[config.mk]
export PLATFORM = sky130hd
export DESIGN_NAME = btw_ctrl
export DESIGN_NICKNAME = d
export VERILOG_FILES = /design/src/rtl/core/beacon_table_with_weakest_eviction_macros.svh /design/src/rtl/core/btw_pkg.sv /design/src/rtl/core/btw_ctrl.sv
export SDC_FILE = /design/constraint.sdc
export NUM_CORES = 1
export LEC_CHECK = 0
export BUFFER_PORTS_ARGS = -buffer_cell sky130_fd_sc_hd__buf_2
export CORE_AREA = 8 8 45 47
export CTS_CLUSTER_DIAMETER = 60
export DETAILED_ROUTE_END_ITERATION = 12
export DIE_AREA = 0 0 53 55
export PLACE_DENSITY = 0.6
export SLEW_MARGIN = 15
export SYNTH_ARGS = -nofsm -noshare
export SYNTH_HDL_FRONTEND = slang
export SYNTH_SLANG_ARGS = --single-unit
[constraint.sdc]
create_clock -name clk_i -period 2.96 [get_ports clk_i]
set_input_delay 0.148 -clock clk_i [delete_from_list [all_inputs] [get_ports clk_i]]
set_output_delay 0.148 -clock clk_i [all_outputs]
set_load 0.02 [all_outputs]
[src/rtl/core/beacon_table_with_weakest_eviction_macros.svh]
// assertion macros for the beacon table
`ifndef BEACON_TABLE_WITH_WEAKEST_EVICTION_MACROS_SVH
`define BEACON_TABLE_WITH_WEAKEST_EVICTION_MACROS_SVH

// property must hold at every clock edge out of reset
`define BTW_ASSERT(label, prop) \
  label: assert property (@(posedge clk_i) disable iff (!rst_ni) prop) \
    else $error("assertion failed");

// condition must never be true out of reset
`define BTW_NEVER(label, cond) \
  label: assert property (@(posedge clk_i) disable iff (!rst_ni) !(cond)) \
    else $error("forbidden condition seen");

`endif

[src/rtl/core/btw_pkg.sv]
// shared types and constants for the beacon table
package btw_pkg;

  localparam int TableEntries = 32;
  localparam int IdxW = $clog2(TableEntries);
  localparam int CntW = $clog2(TableEntries + 1);

  localparam int InDataW  = 152;
  localparam int OutDataW = 120;

  localparam logic [1:0] ModeObserve = 2'd0;
  localparam logic [1:0] ModePurge   = 2'd1;
  localparam logic [1:0] ModeRead    = 2'd2;
  localparam logic [1:0] ModeNop     = 2'd3;

  localparam logic [31:0] PurgeReset = 32'd30000000;

  typedef struct packed {
    logic [47:0] ts;
    logic [2:0]  sec;
    logic [15:0] cap;
    logic [15:0] per;
    logic [7:0]  sig;
    logic [7:0]  chan;
    logic [47:0] addr;
  } entry_t;

  typedef struct packed {
    logic [1:0]  mode;
    logic [47:0] now;
    logic [4:0]  read_slot;
    entry_t      ent;
  } req_t;

  typedef struct packed {
    logic            capture;
    logic            rd_en;
    logic            eval;
    logic            write;
    logic [IdxW-1:0] idx;
  } cmd_t;

  typedef struct packed {
    logic [1:0] mode;
  } sts_t;

endpackage

[src/rtl/core/btw_ctrl.sv]
// sequencer for table scans, writes and result handoff
module btw_ctrl import btw_pkg::*; (
  input  logic clk_i,
  input  logic rst_ni,
  input  logic in_valid_i,
  output logic in_ready_o,
  output logic out_valid_o,
  input  logic out_ready_i,
  input  sts_t sts_i,
  output cmd_t cmd_o
);

  localparam logic [2:0] StIdle  = 3'd0;
  localparam logic [2:0] StIssue = 3'd1;
  localparam logic [2:0] StEval  = 3'd2;
  localparam logic [2:0] StWrite = 3'd3;
  localparam logic [2:0] StOut   = 3'd4;

  logic [2:0]      state_q, state_d;
  logic [IdxW-1:0] idx_q, idx_d;

  always_comb begin
    state_d       = state_q;
    idx_d         = idx_q;
    cmd_o         = '0;
    cmd_o.idx     = idx_q;
    in_ready_o    = 1'b0;
    out_valid_o   = 1'b0;
    case (state_q)
      StIdle: begin
        in_ready_o = 1'b1;
        if (in_valid_i) begin
          cmd_o.capture = 1'b1;
          idx_d         = '0;
          state_d       = StIssue;
        end
      end
      StIssue: begin
        cmd_o.rd_en = 1'b1;
        state_d     = StEval;
      end
      StEval: begin
        cmd_o.eval = 1'b1;
        if (sts_i.mode inside {ModeRead, ModeNop}) begin
          state_d = StOut;
        end else if (idx_q == IdxW'(TableEntries - 1)) begin
          state_d = (sts_i.mode == ModeObserve) ? StWrite : StOut;
        end else begin
          idx_d   = idx_q + 1'b1;
          state_d = StIssue;
        end
      end
      StWrite: begin
        cmd_o.write = 1'b1;
        state_d     = StOut;
      end
      StOut: begin
        out_valid_o = 1'b1;
        if (out_ready_i) state_d = StIdle;
      end
      default: state_d = StIdle;
    endcase
  end

  always_ff @(posedge clk_i or negedge rst_ni) begin
    if (!rst_ni) begin
      state_q <= StIdle;
      idx_q   <= '0;
    end else begin
      state_q <= state_d;
      idx_q   <= idx_d;
    end
  end

endmodule

==> flow_summary.json <==
{
  "cp_max_fo": 5,
  "insertion_delay_ps": 250,
  "grt_pass1_wl_um": 2020,
  "critPathRequiredTime_ps": 3140,
  "synthMuxAreaShare_pct": 4.13,
  "syn_inst": 50,
  "vdd_drop_max_mv": 0.336,
  "maxSlewViolCount": 0,
  "finalNetCount": 78,
  "hpwlAfterDp_um": 868,
  "post_dp_cell_area_sq_um": 573,
  "synthDominantCellAreaShare_pct": 41.3,
  "cts_root_buffer": "clkbuf_4",
  "synth_seq_cells": 8,
  "hold_class": "input port to register",
  "crit_path_top_delay_cell": "dfrtp_1",
  "crit_chain": "ha_1, and3_1, ha_1, or3b_4, a211oi_4, mux2i_1",
  "final-hold-violation-count": 0,
  "max_clock_freq_mhz": 475,
  "diodes": 0,
  "grt_pass1_vias": 467,
  "worst-path-buf-inv": 0,
  "cts_buffers": 3,
  "synth_area_leader_cell": "dfrtp_1",
  "drt-pass1-iter-count": 3,
  "ys_warn_count": 0,
  "synthTopCellsByArea": "dfrtp_1 41%, inv_1 5.4%, ha_1 5.2%",
  "netlist-cell-type-count": 25,
  "grt_max_degree": 10,
  "numClockSinks": 8,
  "dieWidth_um": 53,
  "rsz0062_at_grt": "no",
  "coreArea_sq_mm": 0.00138,
  "drive_gt1_share_pct": 33.8,
  "syn-num-nets": 58,
  "setup-violations-final": 0,
  "crit_family": "simple AND/OR/NAND/NOR gates",
  "tritoncts": "built",
  "finalPower_uw": 545,
  "overflow": 0,
  "critPathArrivalTime_ps": 2290,
  "worst_pin_slew_ps": 538,
  "cts.clk_slew.worst_paths_ps": 60,
  "wl_um": 1130,
  "setup_tns_ps": 0,
  "status": "finished clean",
  "io_buffers": 16,
  "skew_ps": 2.23,
  "vias": 431,
  "h-tree-depth": 1,
  "die_area_sq_mm": 0.00292,
  "ios": 17,
  "num_rows": 14,
  "path_class": "register to register",
  "synth-xor-area-share_pct": 0,
  "startpoint_type": "register",
  "viasPerCell": 5.13,
  "wl_per_cell_um": 13.4,
  "start_util_pct": 35.0,
  "globalRouteTotalUtil_pct": 9.24,
  "cp-end-kind": "register",
  "antenna_found_initial": 0,
  "synth_seq_area_share_pct": 41.3,
  "synth-simple-area-share_pct": 26.9,
  "syn_area_per_cell_sq_um": 9.68,
  "fin_crit_ps": 2110,
  "fillCellCount": 145,
  "synth_fa_ha_area_share_pct": 5.17,
  "clockBufferDepth": 2,
  "synth_top_family_by_area": "simple AND/OR/NAND/NOR gates",
  "max_stage_delay_ps": 400,
  "power.density_mw_per_mm2": 901,
  "ant_nets": 0,
  "place_congestion": 0.702,
  "drt_iter0_markers": 9,
  "leakage_uw": 0.000310,
  "maxCapViolations": 0,
  "path_common_cell": "ha_1",
  "die_h_um": 55,
  "synth_compound_area_share_pct": 14.7,
  "syn2layout_area_growth_pct": 25.1,
  "relSlewSlack_pct": 64.0,
  "finalCritPeriodShare_pct": 71.2,
  "cts_setup_buffers": 0,
  "postLayoutCellArea_sq_um": 606,
  "drc_errors": 0,
  "syn_area_sq_um": 484
}
-- worst min-delay path, cell delays in order --
cell,delay [ps]
buf_2,90
inv_1,40
a32o_1,120
-- per-layer routing --
layer / routed length [um] / global-route usage (%) / share of wire (%)
met1: 486 / 9.89 / 43
met5: 0 / 0 / 0
met4: 21 / 5.17 / 1.9
met3: 113 / 4.01 / 10
met2: 505 / 15.0 / 45
-- cell families (layout without fill, tap and decap cells) --
logic type,after synthesis,count (layout)
muxes,2,2
adders and majority gates,2,2
and+or+nand+nor,21,21
buffers and inverters,9,27
DFF,8,8
AOI/OAI and AO/OA,8,8
-- through the flow --
stage               hold WS [ps]  worst slack, ps  util (%)  instances
global route                 185              740      43.8         84
floorplan                   -148              891         -         50
finish                       180              854      43.8         84
global placement            3.04              893      41.4         80
detailed placement          6.69              848      41.4         80
CTS                          177              841      43.8         84
-- cell usage after synthesis --
cell	n
clkbuf_1	1
mux2i_1	2
nor3b_2	1
nor2_1	2
nand3b_1	2
buf_4	1
ha_1	2
and2_1	1
inv_1	7
nand2_1	3
nand4_1	2
o21ai_1	1
nand3_1	1
a211oi_1	1
a211oi_4	1
nor3_1	2
o211ai_1	2
and3_1	3
a32o_1	1
dfrtp_1	8
a31o_2	1
or3b_4	1
nand2b_1	2
a21oi_1	1
nor3b_1	1
-- sequential cells by signal, summed over array words and instances, names as in the netlist --
register and count:
state_q 3, idx_q 5
-- worst paths after layout --
kind	from	end	slack, ps	cells after the start
worst max-delay path	idx_q[0]	idx_q[4]	850	6
worst min-delay path	out_ready_i	state_q[2]	180	3
worst max register to register	idx_q[0]	idx_q[4]	850	6
worst min register to register	idx_q[4]	idx_q[4]	550	2
max in group asynchronous	rst_ni	state_q[2]	2530	2
min in group asynchronous	rst_ni	idx_q[0]	260	2
-- report_power, final --
group,switching (uW),internal (uW)
Sequential,53.3,138
Combinational,159,110
Clock,38.7,46.5
-- layout make-up --
type                    count  area [sq um]  area share (%)
flip-flops and latches      8           200            33.1
repair buffers             17          90.1            14.9
well taps                  16          20.0            3.31
clock buffers               3          22.5            3.72
multi-input cells          33           246            40.7
inverters                   7          26.3            4.34
-- cell usage in the layout (no fill, tap or decap) --
cell type,netlist,routed
a31o_2,1,1
nand3b_1,2,2
nor3b_2,1,1
nand2_1,3,3
dfrtp_1,8,8
a21oi_1,1,1
clkbuf_4,0,3
a32o_1,1,1
nand3_1,1,1
buf_2,0,16
nand2b_1,2,2
dlygate4sd3_1,0,1
o21ai_1,1,1
ha_1,2,2
and3_1,3,3
or3b_4,1,1
nor3_1,2,2
a211oi_1,1,1
nor3b_1,1,1
nand4_1,2,2
o211ai_1,2,2
a211oi_4,1,1
inv_1,7,7
nor2_1,2,2
mux2i_1,2,2
and2_1,1,1
-- repair_timing --
item                      in CTS  in global routing
hold buffers                   1                  0
hold endpoints to repair       8                  0
resized for setup              0                  0
No activity file was read; power rests on OpenSTA's default activity.
